### config.mk
export PLATFORM = sky130hd
export DESIGN_NAME = dds_tuning_command_sequencer_top
export DESIGN_NICKNAME = d
export VERILOG_FILES = /design/src/rtl/core/dtcs_pkg.sv /design/src/rtl/core/dds_tuning_command_sequencer_top.sv /design/src/rtl/core/dtcs_front.sv /design/src/rtl/core/dtcs_queue.sv /design/src/rtl/core/dtcs_back.sv
export SDC_FILE = /design/constraint.sdc
export NUM_CORES = 2
export LEC_CHECK = 0
export BUFFER_PORTS_ARGS = -buffer_cell sky130_fd_sc_hd__buf_4
export CORE_ASPECT_RATIO = 1.2
export CORE_MARGIN = 3
export CORE_UTILIZATION = 55
export CTS_CLUSTER_DIAMETER = 150
export DETAILED_ROUTE_END_ITERATION = 6
export GPL_ROUTABILITY_DRIVEN = 0
export GPL_TIMING_DRIVEN = 0
export HOLD_SLACK_MARGIN = 0.15
export PLACE_DENSITY = 0.74
export SYNTH_ARGS = -nofsm -noshare
export SYNTH_HDL_FRONTEND = slang
export SYNTH_HIERARCHICAL = 1
export SYNTH_SLANG_ARGS = --single-unit
### constraint.sdc
create_clock -name clock -period 6.5 [get_ports clock]
set_clock_uncertainty 0.1 [all_clocks]
set_input_delay 1.3 -clock clock [delete_from_list [all_inputs] [get_ports clock]]
set_output_delay 1.3 -clock clock [all_outputs]
set_load 0.05 [all_outputs]
### src/rtl/core/dtcs_pkg.sv
// ----------------------------------------------------------------------------
// dtcs_pkg: shared types and constants of the DDS tuning command sequencer
// Holds the request layout, the queued command descriptor, the opcodes and
// the fixed command words of the 28-bit DDS generator and the potentiometer.
// ----------------------------------------------------------------------------
package dtcs_pkg;

   // Request opcodes (carried on req_tuser)
   localparam logic [1:0] OP_SETUP     = 2'd0;
   localparam logic [1:0] OP_AMPLITUDE = 2'd1;
   localparam logic [1:0] OP_RAW       = 2'd2;

   // Waveform modes
   localparam logic [1:0] WAVE_SINE     = 2'd0;
   localparam logic [1:0] WAVE_TRIANGLE = 2'd1;
   localparam logic [1:0] WAVE_SQUARE   = 2'd2;
   localparam logic [1:0] WAVE_NONE     = 2'd3;

   // Command words
   localparam logic [15:0] CMD_RESET     = 16'h0100;
   localparam logic [15:0] CMD_B28_RESET = 16'h2100;
   localparam logic [15:0] CMD_SINE      = 16'h2000;
   localparam logic [15:0] CMD_TRIANGLE  = 16'h2002;
   localparam logic [15:0] CMD_SQUARE    = 16'h2028;
   localparam logic [15:0] CMD_POT       = 16'h1100;
   localparam logic [15:0] TAG_REG0      = 16'h4000;
   localparam logic [15:0] TAG_REG1      = 16'h8000;
   localparam logic [15:0] TAG_PHASE     = 16'hC000;

   // Tuning scale register
   localparam int          SCALE_W     = 24;
   localparam logic [23:0] SCALE_RESET = 24'd10737418;

   // Tuning word arithmetic: product of 34-bit frequency and 24-bit scale,
   // divided by one billion through a reciprocal estimate from the top 32
   // product bits, which is low by at most one, then one remainder check.
   localparam int          FREQ_W     = 34;
   localparam int          FREQ_LO_W  = 17;
   localparam int          PART_W     = FREQ_LO_W + SCALE_W;
   localparam int          PROD_W     = FREQ_W + SCALE_W;
   localparam int          QUOT_W     = 29;
   localparam int          EST_LO     = 26;
   localparam int          EST_X_W    = PROD_W - EST_LO;
   localparam int          RECIP_W    = 30;
   // floor(2^59 / 1e9)
   localparam logic [29:0] RECIP_M    = 30'd576460752;
   localparam int          EST_W      = EST_X_W + RECIP_W;
   localparam int          EST_SHIFT  = 33;
   localparam int          REM_W      = 31;
   localparam logic [30:0] TW_DIVISOR = 31'd1000000000;
   localparam int          TW_W       = 28;
   localparam int          HALF_W     = 14;

   // Number of command words a setup can produce
   localparam int          MAX_WORDS  = 6;
   localparam int          STEP_W     = 3;

   // Request payload, last field in the low bits
   typedef struct packed {
      logic [5:0]  pad;
      logic [15:0] raw_word;
      logic [7:0]  amplitude;
      logic [11:0] phase_value;
      logic [1:0]  wave_mode;
      logic [1:0]  freq_reg_select;
      logic [33:0] freq_millihertz;
   } req_data_type;

   // Command descriptor passed from the front end to the back end
   typedef struct packed {
      logic        is_setup;
      logic        device;
      logic [15:0] single_word;
      logic [27:0] tuning;
      logic [1:0]  freq_reg_select;
      logic [1:0]  wave_mode;
      logic [11:0] phase_value;
   } desc_type;

endpackage

### src/rtl/core/dds_tuning_command_sequencer_top.sv
// ----------------------------------------------------------------------------
// dds_tuning_command_sequencer_top: DDS and potentiometer command generator
// Turns waveform, amplitude and raw-write requests into 16-bit command words.
// ----------------------------------------------------------------------------
// Usage:
//   req_* carries one request per transfer; req_tuser holds the opcode.
//   rsp_* carries one command word per transfer; rsp_tuser selects the
//   device (0 DDS, 1 potentiometer) and rsp_tlast marks a request's final
//   word. csr_wr_en writes the 24-bit tuning scale; write it only when idle.
//   Amplitude and raw requests are taken one per cycle while req_tready is
//   high, and each word goes through the queue and the output register. A
//   waveform setup holds the intake through its multiply, add, reciprocal
//   estimate, remainder and queue write steps. Its words, up to six, follow
//   one per cycle while rsp_tready is high, and the intake takes requests
//   again after the queue write, while those words may still be in flight.
//   A queue of QUEUE_DEPTH descriptors lets the intake keep working while
//   the output stalls; when it fills, req_tready drops. Unknown opcodes are
//   taken and produce nothing. Reset empties the queue and output register,
//   and loads the tuning scale with its 25 MHz default.
// ----------------------------------------------------------------------------
module dds_tuning_command_sequencer_top import dtcs_pkg::*; #(
   parameter int QUEUE_DEPTH = 4
) (
   input  logic        clock,
   input  logic        reset,
   // configuration
   input  logic        csr_wr_en,
   input  logic [23:0] csr_wr_data,
   // requests
   input  logic        req_tvalid,
   output logic        req_tready,
   // tdata: freq_millihertz[33:0], freq_reg_select[35:34], wave_mode[37:36],
   //        phase_value[49:38], amplitude[57:50], raw_word[73:58], zero[79:74]
   input  logic [79:0] req_tdata,
   // tuser: op[1:0]
   input  logic [1:0]  req_tuser,
   // results
   output logic        rsp_tvalid,
   input  logic        rsp_tready,
   // tdata: word[15:0]
   output logic [15:0] rsp_tdata,
   // tuser: device[0]
   output logic        rsp_tuser,
   output logic        rsp_tlast
);

   logic [SCALE_W-1:0] tuning_scale_ff;
   req_data_type       req_data;
   logic               q_full;
   logic               q_empty;
   logic               q_push;
   logic               q_pop;
   desc_type           q_wr_desc;
   desc_type           q_head_desc;

   // Tuning scale register
   always_ff @(posedge clock) begin
      if (reset) begin
         tuning_scale_ff <= SCALE_RESET;
      end else if (csr_wr_en) begin
         tuning_scale_ff <= csr_wr_data;
      end
   end

   assign req_data = req_data_type'(req_tdata);

   dtcs_front u_front (
      .clock        (clock),
      .reset        (reset),
      .tuning_scale (tuning_scale_ff),
      .req_tvalid   (req_tvalid),
      .req_tready   (req_tready),
      .req_data     (req_data),
      .req_op       (req_tuser),
      .q_full       (q_full),
      .q_push       (q_push),
      .q_desc       (q_wr_desc)
   );

   dtcs_queue #(
      .DEPTH (QUEUE_DEPTH)
   ) u_queue (
      .clock     (clock),
      .reset     (reset),
      .push      (q_push),
      .push_desc (q_wr_desc),
      .full      (q_full),
      .pop       (q_pop),
      .head_desc (q_head_desc),
      .empty     (q_empty)
   );

   dtcs_back u_back (
      .clock      (clock),
      .reset      (reset),
      .head_desc  (q_head_desc),
      .q_empty    (q_empty),
      .q_pop      (q_pop),
      .rsp_tvalid (rsp_tvalid),
      .rsp_tready (rsp_tready),
      .rsp_tdata  (rsp_tdata),
      .rsp_tuser  (rsp_tuser),
      .rsp_tlast  (rsp_tlast)
   );

endmodule

### src/rtl/core/dtcs_front.sv
// ----------------------------------------------------------------------------
// dtcs_front: request intake and tuning word computation
// Accepts requests, turns amplitude and raw writes into descriptors at once,
// and for a waveform setup computes floor(freq * scale / 1e9) with two
// partial-product multipliers, a reciprocal quotient estimate and a single
// remainder correction.
// ----------------------------------------------------------------------------
module dtcs_front import dtcs_pkg::*; (
   input  logic               clock,
   input  logic               reset,
   input  logic [SCALE_W-1:0] tuning_scale,
   input  logic               req_tvalid,
   output logic               req_tready,
   input  req_data_type       req_data,
   input  logic [1:0]         req_op,
   input  logic               q_full,
   output logic               q_push,
   output desc_type           q_desc
);

   localparam logic [2:0] ST_IDLE  = 3'd0;
   localparam logic [2:0] ST_MUL   = 3'd1;
   localparam logic [2:0] ST_LOAD  = 3'd2;
   localparam logic [2:0] ST_EST   = 3'd3;
   localparam logic [2:0] ST_CHECK = 3'd4;
   localparam logic [2:0] ST_PUSH  = 3'd5;

   logic [2:0]            state_ff, state_in;
   logic [FREQ_W-1:0]     freq_ff, freq_in;
   logic [1:0]            sel_ff, sel_in;
   logic [1:0]            mode_ff, mode_in;
   logic [11:0]           phase_ff, phase_in;
   logic [PART_W-1:0]     p_lo_ff, p_lo_in;
   logic [PART_W-1:0]     p_hi_ff, p_hi_in;
   logic [PROD_W-1:0]     prod_ff, prod_in;
   logic [QUOT_W-1:0]     quot_ff, quot_in;
   logic [REM_W-1:0]      rem_ff, rem_in;
   logic [PROD_W-1:0]     prod;
   logic [EST_W-1:0]      est;
   logic [REM_W-1:0]      back_prod;
   logic                  fix_up;
   logic [QUOT_W-1:0]     tuning;
   logic                  accept;
   logic                  is_single;
   desc_type              single_desc;
   desc_type              setup_desc;

   assign req_tready = (state_ff == ST_IDLE) && !q_full;
   assign accept     = req_tvalid && req_tready;
   assign is_single  = (req_op == OP_AMPLITUDE) || (req_op == OP_RAW);

   // Full product from the two registered partial products
   assign prod = {{(PROD_W-PART_W){1'b0}}, p_lo_ff}
               + {p_hi_ff, {FREQ_LO_W{1'b0}}};

   // Quotient estimate from the top product bits; never high, at most one low
   assign est = EST_W'(prod_ff[PROD_W-1:EST_LO]) * EST_W'(RECIP_M);

   // Remainder is below 2e9, so 31 bits of modulo arithmetic are exact
   assign back_prod = REM_W'(quot_ff) * TW_DIVISOR;
   assign fix_up    = (rem_ff >= TW_DIVISOR);
   assign tuning    = quot_ff + {{(QUOT_W-1){1'b0}}, fix_up};

   // Descriptors
   always_comb begin
      single_desc = '0;
      if (req_op == OP_AMPLITUDE) begin
         single_desc.device      = 1'b1;
         single_desc.single_word = CMD_POT | {8'd0, req_data.amplitude};
      end else begin
         single_desc.device      = 1'b0;
         single_desc.single_word = req_data.raw_word;
      end

      setup_desc                 = '0;
      setup_desc.is_setup        = 1'b1;
      setup_desc.tuning          = tuning[TW_W-1:0];
      setup_desc.freq_reg_select = sel_ff;
      setup_desc.wave_mode       = mode_ff;
      setup_desc.phase_value     = phase_ff;
   end

   assign q_push = (accept && is_single) || ((state_ff == ST_PUSH) && !q_full);
   assign q_desc = (state_ff == ST_PUSH) ? setup_desc : single_desc;

   // Sequencer of the setup computation
   always_comb begin
      state_in = state_ff;
      freq_in  = freq_ff;
      sel_in   = sel_ff;
      mode_in  = mode_ff;
      phase_in = phase_ff;
      p_lo_in  = p_lo_ff;
      p_hi_in  = p_hi_ff;
      prod_in  = prod_ff;
      quot_in  = quot_ff;
      rem_in   = rem_ff;
      unique case (state_ff)
         ST_IDLE: begin
            if (accept && (req_op == OP_SETUP)) begin
               freq_in  = req_data.freq_millihertz;
               sel_in   = req_data.freq_reg_select;
               mode_in  = req_data.wave_mode;
               phase_in = req_data.phase_value;
               state_in = ST_MUL;
            end
         end
         ST_MUL: begin
            p_lo_in  = PART_W'(freq_ff[FREQ_LO_W-1:0]) * PART_W'(tuning_scale);
            p_hi_in  = PART_W'(freq_ff[FREQ_W-1:FREQ_LO_W]) * PART_W'(tuning_scale);
            state_in = ST_LOAD;
         end
         ST_LOAD: begin
            prod_in  = prod;
            state_in = ST_EST;
         end
         ST_EST: begin
            quot_in  = est[EST_W-1:EST_SHIFT];
            state_in = ST_CHECK;
         end
         ST_CHECK: begin
            rem_in   = prod_ff[REM_W-1:0] - back_prod;
            state_in = ST_PUSH;
         end
         ST_PUSH: begin
            if (!q_full) begin
               state_in = ST_IDLE;
            end
         end
         default: begin
            state_in = ST_IDLE;
         end
      endcase
   end

   // Control registers
   always_ff @(posedge clock) begin
      if (reset) begin
         state_ff <= ST_IDLE;
      end else begin
         state_ff <= state_in;
      end
   end

   // Payload registers
   always_ff @(posedge clock) begin
      freq_ff  <= freq_in;
      sel_ff   <= sel_in;
      mode_ff  <= mode_in;
      phase_ff <= phase_in;
      p_lo_ff  <= p_lo_in;
      p_hi_ff  <= p_hi_in;
      prod_ff  <= prod_in;
      quot_ff  <= quot_in;
      rem_ff   <= rem_in;
   end

endmodule

### src/rtl/core/dtcs_queue.sv
// ----------------------------------------------------------------------------
// dtcs_queue: descriptor queue between front end and back end
// Small circular buffer of command descriptors; push and pop may happen in
// the same cycle. The writer checks full, the reader checks empty.
// ----------------------------------------------------------------------------
module dtcs_queue import dtcs_pkg::*; #(
   parameter int DEPTH = 4
) (
   input  logic     clock,
   input  logic     reset,
   input  logic     push,
   input  desc_type push_desc,
   output logic     full,
   input  logic     pop,
   output desc_type head_desc,
   output logic     empty
);

   localparam int PTR_W = $clog2(DEPTH);
   localparam int CNT_W = $clog2(DEPTH + 1);

   desc_type         mem_ff [DEPTH];
   logic [PTR_W-1:0] wr_ptr_ff, wr_ptr_in;
   logic [PTR_W-1:0] rd_ptr_ff, rd_ptr_in;
   logic [CNT_W-1:0] cnt_ff, cnt_in;

   assign full      = (cnt_ff == CNT_W'(DEPTH));
   assign empty     = (cnt_ff == '0);
   assign head_desc = mem_ff[rd_ptr_ff];

   // Pointer and occupancy update
   always_comb begin
      wr_ptr_in = wr_ptr_ff;
      rd_ptr_in = rd_ptr_ff;
      cnt_in    = cnt_ff;
      if (push) begin
         wr_ptr_in = (wr_ptr_ff == PTR_W'(DEPTH - 1)) ? '0 : wr_ptr_ff + 1'b1;
      end
      if (pop) begin
         rd_ptr_in = (rd_ptr_ff == PTR_W'(DEPTH - 1)) ? '0 : rd_ptr_ff + 1'b1;
      end
      if (push && !pop) begin
         cnt_in = cnt_ff + 1'b1;
      end else if (pop && !push) begin
         cnt_in = cnt_ff - 1'b1;
      end
   end

   always_ff @(posedge clock) begin
      if (reset) begin
         wr_ptr_ff <= '0;
         rd_ptr_ff <= '0;
         cnt_ff    <= '0;
      end else begin
         wr_ptr_ff <= wr_ptr_in;
         rd_ptr_ff <= rd_ptr_in;
         cnt_ff    <= cnt_in;
      end
   end

   // Storage
   always_ff @(posedge clock) begin
      if (push) begin
         mem_ff[wr_ptr_ff] <= push_desc;
      end
   end

endmodule

### src/rtl/core/dtcs_back.sv
// ----------------------------------------------------------------------------
// dtcs_back: command word sequencer
// Expands the head descriptor into its command words, one per cycle unless
// stalled, skipping words that do not apply, and drives the output register.
// ----------------------------------------------------------------------------
module dtcs_back import dtcs_pkg::*; (
   input  logic        clock,
   input  logic        reset,
   input  desc_type    head_desc,
   input  logic        q_empty,
   output logic        q_pop,
   output logic        rsp_tvalid,
   input  logic        rsp_tready,
   output logic [15:0] rsp_tdata,
   output logic        rsp_tuser,
   output logic        rsp_tlast
);

   logic [15:0]          words [MAX_WORDS];
   logic [MAX_WORDS-1:0] mask;
   logic [15:0]          tag;
   logic [15:0]          wave_word;
   logic [STEP_W-1:0]    step_ff, step_in;
   logic [STEP_W-1:0]    nxt;
   logic                 more;
   logic                 load;
   logic                 rsp_valid_ff, rsp_valid_in;
   logic [15:0]          rsp_word_ff;
   logic                 rsp_device_ff;
   logic                 rsp_last_ff;

   // Waveform command
   always_comb begin
      unique case (head_desc.wave_mode)
         WAVE_SINE:     wave_word = CMD_SINE;
         WAVE_TRIANGLE: wave_word = CMD_TRIANGLE;
         WAVE_SQUARE:   wave_word = CMD_SQUARE;
         default:       wave_word = '0;
      endcase
   end

   assign tag = head_desc.freq_reg_select[0] ? TAG_REG1 : TAG_REG0;

   // Word list and presence mask of the head descriptor
   always_comb begin
      for (int i = 0; i < MAX_WORDS; i++) begin
         words[i] = '0;
      end
      if (head_desc.is_setup) begin
         words[0] = CMD_RESET;
         words[1] = CMD_B28_RESET;
         words[2] = tag | {2'b00, head_desc.tuning[HALF_W-1:0]};
         words[3] = tag | {2'b00, head_desc.tuning[TW_W-1:HALF_W]};
         words[4] = TAG_PHASE | {4'd0, head_desc.phase_value};
         words[5] = wave_word;
         mask = {head_desc.wave_mode != WAVE_NONE,
                 {3{!head_desc.freq_reg_select[1]}}, 2'b11};
      end else begin
         words[0] = head_desc.single_word;
         mask     = 6'b000001;
      end
   end

   // Next present word after the current step
   always_comb begin
      nxt  = '0;
      more = 1'b0;
      for (int i = MAX_WORDS - 1; i >= 0; i--) begin
         if (mask[i] && (STEP_W'(i) > step_ff)) begin
            nxt  = STEP_W'(i);
            more = 1'b1;
         end
      end
   end

   assign load  = !q_empty && (!rsp_valid_ff || rsp_tready);
   assign q_pop = load && !more;

   always_comb begin
      step_in = step_ff;
      if (load) begin
         step_in = more ? nxt : '0;
      end
      rsp_valid_in = rsp_valid_ff;
      if (load) begin
         rsp_valid_in = 1'b1;
      end else if (rsp_tready) begin
         rsp_valid_in = 1'b0;
      end
   end

   always_ff @(posedge clock) begin
      if (reset) begin
         step_ff      <= '0;
         rsp_valid_ff <= 1'b0;
      end else begin
         step_ff      <= step_in;
         rsp_valid_ff <= rsp_valid_in;
      end
   end

   // Output register
   always_ff @(posedge clock) begin
      if (load) begin
         rsp_word_ff   <= words[step_ff];
         rsp_device_ff <= !head_desc.is_setup && head_desc.device;
         rsp_last_ff   <= !more;
      end
   end

   assign rsp_tvalid = rsp_valid_ff;
   assign rsp_tdata  = rsp_word_ff;
   assign rsp_tuser  = rsp_device_ff;
   assign rsp_tlast  = rsp_last_ff;

endmodule

Word level (Yosys, flattened, before mapping)
Memories as Yosys holds them, arrays and structs flattened. A register that Yosys moved wholly into a read port is not among the register bits.
Cells that the tools add are included.
{"block": "totals", "ff_bits": 306, "out_inout_bits": 20, "elab_cells": 128, "memories": 1, "ramBits": 248}
{"memory": "u_queue.mem_ff", "depth": 4, "width": 62, "read_ports": 1, "rd_clocked_by_memory_dff": 1, "write_ports": 1, "line_no": "dtcs_queue.sv:22", "source": "desc_type mem_ff [DEPTH];"}
{"block": "classes", "order_cmp": 8, "eq_ne": 15, "n_bitwise": 3, "mul": 4, "n_mux": 36, "addsub": 7, "n_reduce_logical": 35}
{"cell": "$mul 17x24->41", "n": 2}
{"cell": "$mux 78", "n": 1}
{"cell": "$mux 16", "n": 4}
{"cell": "$mux 62", "n": 1}
{"cell": "$add 41x58->58", "n": 1}
{"cell": "$mul 32x26->58 const B", "n": 1}
{"cell": "$bmux 16 s3", "n": 1}
{"cell": "$pmux 14 s3", "n": 1}
{"cell": "$mux 3", "n": 11}
{"cell": "$or 16x14->16", "n": 2}
{"cell": "$ge 31x30->1 const B", "n": 1}
{"cell": "$sub 31x31->31", "n": 1}
{"cell": "$mul 29x21->22 const B", "n": 1}
{"cell": "$add 28x1->28", "n": 1}
{"cell": "$pmux 3 s6", "n": 1}
{"cell": "$mux 17", "n": 1}
{"cell": "$logic_and 1x1->1", "n": 16}
{"cell": "$mux 1", "n": 10}
{"cell": "$eq 3x3->1 const B", "n": 3}
{"cell": "$eq 2x2->1 const B", "n": 4}
{"cell": "$logic_not 1->1", "n": 8}
{"cell": "$mux 2", "n": 4}
{"cell": "$eq 3x2->1 const B", "n": 2}
{"cell": "$gt 1x3->1 const A", "n": 2}
{"cell": "16 further kinds", "n": 28}

Logic depth before layout (Yosys ltp)
{"block": "depth", "depth_word": 14, "ltp_mapped": 28, "ltp_nobuf": 28}

Modules after synthesis
Netlist, hierarchy kept.
{"mod": "dtcs_front", "cells_each": 5437, "area_per_inst_um2": 52624.2, "seq_area_each_um2": 6726.5, "n_inst": 1}
{"mod": "dtcs_queue", "cells_each": 368, "area_per_inst_um2": 9456.6, "seq_area_each_um2": 7627.3, "n_inst": 1}
{"mod": "dtcs_back", "cells_each": 136, "area_per_inst_um2": 1323.8, "seq_area_each_um2": 620.6, "n_inst": 1}
{"mod": "dds_tuning_command_sequencer_top", "cells_each": 77, "area_per_inst_um2": 882.1, "seq_area_each_um2": 480.5, "n_inst": 1}

Worst setup path before layout
No wires, ideal clock.
{"block": "synth_path", "path_kind": "register -> register", "startpoint": "register u_front.prod_ff[46]", "endpoint": "register u_front.quot_ff[11], data pin", "t_arrival_ps": 6163, "n_path_buf": 0, "setup_slack_ps": -23, "required_time_ps": 6140, "stages_incl_launch_ff": 22, "path_cell_list": "edfxtp_1 > fa_1 > inv_1 > fa_1 > inv_1 > ha_1 > fa_1 > fa_1 > fa_1 > inv_1 > fa_1 > inv_1 > ha_1 > a21o_1 > a21o_1 > a211oi_1 > o21ai_1 > o31a_1 > or2_1 > and3_1 > a311o_1 > xor2_1"}
{"block": "synth_via", "elab_chain_cells": 1}
{"item": "start, declared", "line_no": "dtcs_front.sv:35", "source": "logic [PROD_W-1:0] prod_ff, prod_in;"}
{"item": "start signal, assigned", "line_no": "dtcs_front.sv:153", "source": "prod_ff <= prod_in;"}
{"item": "$mul 32x26->58", "line_no": "dtcs_front.sv:57", "source": "assign est = EST_W'(prod_ff[PROD_W-1:EST_LO]) * EST_W'(RECIP_M);"}
{"item": "via u_front.est[44]", "line_no": "dtcs_front.sv:39", "source": "logic [EST_W-1:0] est;"}
{"item": "end signal, assigned", "line_no": "dtcs_front.sv:154", "source": "quot_ff <= quot_in;"}
{"item": "end, declared", "line_no": "dtcs_front.sv:36", "source": "logic [QUOT_W-1:0] quot_ff, quot_in;"}
The timed path passes the listed nets, and every way through them passes these cells.
A chain may end at the register's enable or synchronous reset.

Worst setup path in the final report
{"block": "layout_path", "startpoint": "register u_front.prod_ff[41]", "endpoint": "register u_front.quot_ff[21], data pin"}
Same word-level chain as after synthesis.

==> summary.md <==
| Metric | Value |
|---|---|
| Clk sink count | 528 |
| Main flop type after synthesis | edfxtp_1 |
| Vias in the first global route | 49,700 |
| R2r worst-path depth | 25 |
| IO Port Bufs | 124 |
| CTS buffer count | 55 |
| Final Max Slew Viols | 0 |
| Sequential element share of the synthesized area | 24.0% |
| Status | finished with violations |
| Die area | 121,000 um2 |
| Req. time, crit path | 6820 ps |
| Register bit total from synthesis | 528 |
| Synth area leader | fa_1 |
| Async SR Flop Fraction | 0% |
| Yosys Warn Count | 6 |
| Post-synth top area share | 31.5% |
| Largest net degree at the start of global routing | 52 |
| Avg WL per Cell | 22.3 um |
| Post-synth EDFFs | 488 |
| Met2 usage | 52.2% |
| Fin crit period | 6870 ps |
| Global-route wire length before repair | 277 mm |
| Grt ovf | 0 |
| Relative slew slack | 20.8% |
| Critical Path AT | 7190 ps |
| Met3 usage | 4.94% |
| Most common cell after layout, fill and taps aside | inv_1 |
| Via count | 46,100 |
| Initial DRC count | 3,675 |
| CTS clk-pin slew, worst paths | 60 ps |
| Mapped Avg Cell Area | 10.7 um2 |
| WS Path Type | reg2reg |
| Later-pin clock latency in the skew report | 670 ps |
| Initial antenna violation count | 3 |
| # DRC | 0 |
| RSZ-0062 raised after global routing | true |
| Total Wirelength | 181 mm |
| Post-route design area | 75,500 um2 |
| Most frequent cells in the layout | inv_1 (1,398), fa_1 (976), ha_1 (645), nand2_1 (562), edfxtp_1 (488) |
| Hold Buf Count CTS | 0 |
| Max clock buf depth | 3 |
| Crit Path Max Fanout | 4 |
| Slew @ Worst Pin | 1190 ps |
| Boundary pin count | 131 |
| Endpoint class of the critical path | flop |
| Max Freq | 145 MHz |
| Syn Nets | 7,860 |
| Final nets | 8,416 |
| Violated checks | antenna violations, negative setup slack |
| Drt pass-1 iters | 6 |
| Via density | 5.66 |
| Hold Crit Depth | 0 |
| # rows | 136 |
| FF-to-FF setup slack | -370 ps |
| Startpoint Class | flop |
| Final setup violation count | 29 |
| Most Crowded Layer GR | met2 |
| Worst hold path class | reg2reg |
| Fill cells | 8,253 |
| Die Ht | 381 um |
| CTS tree | built |
| Cell Area, Synth | 64,300 um2 |
| Die Wd | 318 um |
| Post-synthesis cell count | 6,018 |
| Placed Area | 67,400 um2 |
| DP HPWL | 136 mm |
| Area grow syn2layout | 17.5% |
| Layout cells sized above 1 | 17.5% |
| H-tree depth | 2 |
| Final Cycle Share | 106% |
| CTS Root Cell | clkbuf_16 |
| Max-cap violations | 0 |
| Met1 capacity usage during global routing | 32.6% |
| Antenna viol nets, final | 1 |
| Initial core utilization | 55.8% |
| Synth cell types | 86 |
| Fin worst setup slack | -373 ps |
| GRT Overall Usage | 29.7% |
| Final hold vios | 0 |
| Core area | 115,000 um2 |
| Largest cells by area after synthesis | fa_1 (31%), edfxtp_1 (23%), ha_1 (14%) |
==> cell type report <==
cell class                 instances  area, um2  area share (%)
sequential                       528      15500            20.6
buffer                           181       1990            2.64
antenna                            8       20.0          0.0265
tap                             1518       1900            2.52
timing repair buffer             506       4240            5.61
inverter                        1433       5380            7.12
clock inverter                    36        405           0.537
clock buffer                      68       1500            1.98
multi-input combinational       3869      44500            59.0
==> final timing paths <==
path / from / end
setup / recovery: u_front/prod_ff[41]$_DFFE_PP_ / u_front/quot_ff[21]$_DFFE_PN_
hold / removal: u_front/p_lo_ff[16]$_DFFE_PP_ / u_front/prod_ff[16]$_DFFE_PP_
setup reg to reg: u_front/prod_ff[41]$_DFFE_PP_ / u_front/quot_ff[21]$_DFFE_PN_
hold reg to reg: u_front/p_lo_ff[16]$_DFFE_PP_ / u_front/prod_ff[16]$_DFFE_PP_
==> registers in the layout (all words and copies together) (netlist names), 22 cells and up, named ones only <==
name and flops:
u_front/quot_ff 28, u_front/rem_ff 22, u_front/p_lo_ff 32, u_front/freq_ff 34, u_front/prod_ff 49, u_front/p_hi_ff 41
tuning_scale_ff 24, u_queue/mem_ff 248
==> Yosys cell counts (all sizes together) (9+ instances only) <==
library cell / count
o21ai: 94
nor2: 180
a21o: 64
edfxtp: 488
a211o: 16
clkbuf: 157
o21bai: 12
inv: 1432
nor3: 48
a211oi: 14
and3: 42
and2: 336
nand3: 40
o31ai: 10
nand2b: 27
or3: 10
mux2i: 25
mux4: 62
a221o: 10
buf: 31
o21a: 32
a22oi: 14
nand2: 579
and2b: 9
xnor2: 140
a31oi: 13
fa: 1011
nor2b: 33
a21oi: 131
xor2: 63
ha: 720
dfxtp: 40
nand4: 14
==> per-layer routing <==
| metal | part of all wire (%) | up-vias |
|---|---|---|
| li1 | - | 20100 |
| met4 | 9.1 | 4 |
| met1 | 34 | 22900 |
| met3 | 7.0 | 878 |
| met5 | 0.019 | - |
| met2 | 50 | 2195 |
==> critical path: stages, from the launching register on <==
cell,delay (ps)
edfxtp_1,550
fa_1,640
inv_2,60
fa_1,510
inv_2,50
ha_4,210
fa_1,550
inv_2,40
fa_1,490
inv_2,40
fa_1,510
inv_2,50
fa_2,540
inv_2,40
ha_4,160
a21oi_4,150
o21ai_4,110
a311oi_4,320
a21oi_4,120
o31a_1,330
buf_6,160
nor2_4,130
o211ai_1,140
a31o_2,310
a21oi_2,170
xnor2_2,110
==> cell families after synthesis <==
group	after synthesis	share of synthesized area, %
adders and majority gates	1731	45.5
muxes	87	2.57
AOI/OAI and AO/OA	494	5.26
and+or+nand+nor	1354	10.1
xor gates and xnor gates	203	2.77
DFF	528	24.0
buffers and inverters	1621	9.74
==> through the flow <==
| step | instances | util, % | hold WS (ps) | setup slack [ps] | setup TNS (ps) |
|---|---|---|---|---|---|
| after floorplan | 6018 | - | 300 | 24.0 | 0 |
| after global routing | 8139 | 65.5 | 326 | -524 | -11130 |
| after detailed placement | 7676 | 58.5 | 305 | -1730 | -47390 |
| after global placement | 7660 | 58.3 | 305 | -1680 | -168620 |
| after CTS | 8046 | 63.9 | 319 | -276 | -2660 |
| final | 8147 | 65.5 | 317 | -373 | -5550 |
==> repair_timing <==
action                     4_1_cts  5_1_grt
hold endpoints to repair         0        0
gates resized for setup        577      289
setup endpoints to repair       77       57
pin swaps                      134      157
setup buffers                  266      100
cloned                           2        2
Power is left out: the tool's default activity adds up to more than one toggle a clock period on the data nets, which glitch-free logic cannot reach.
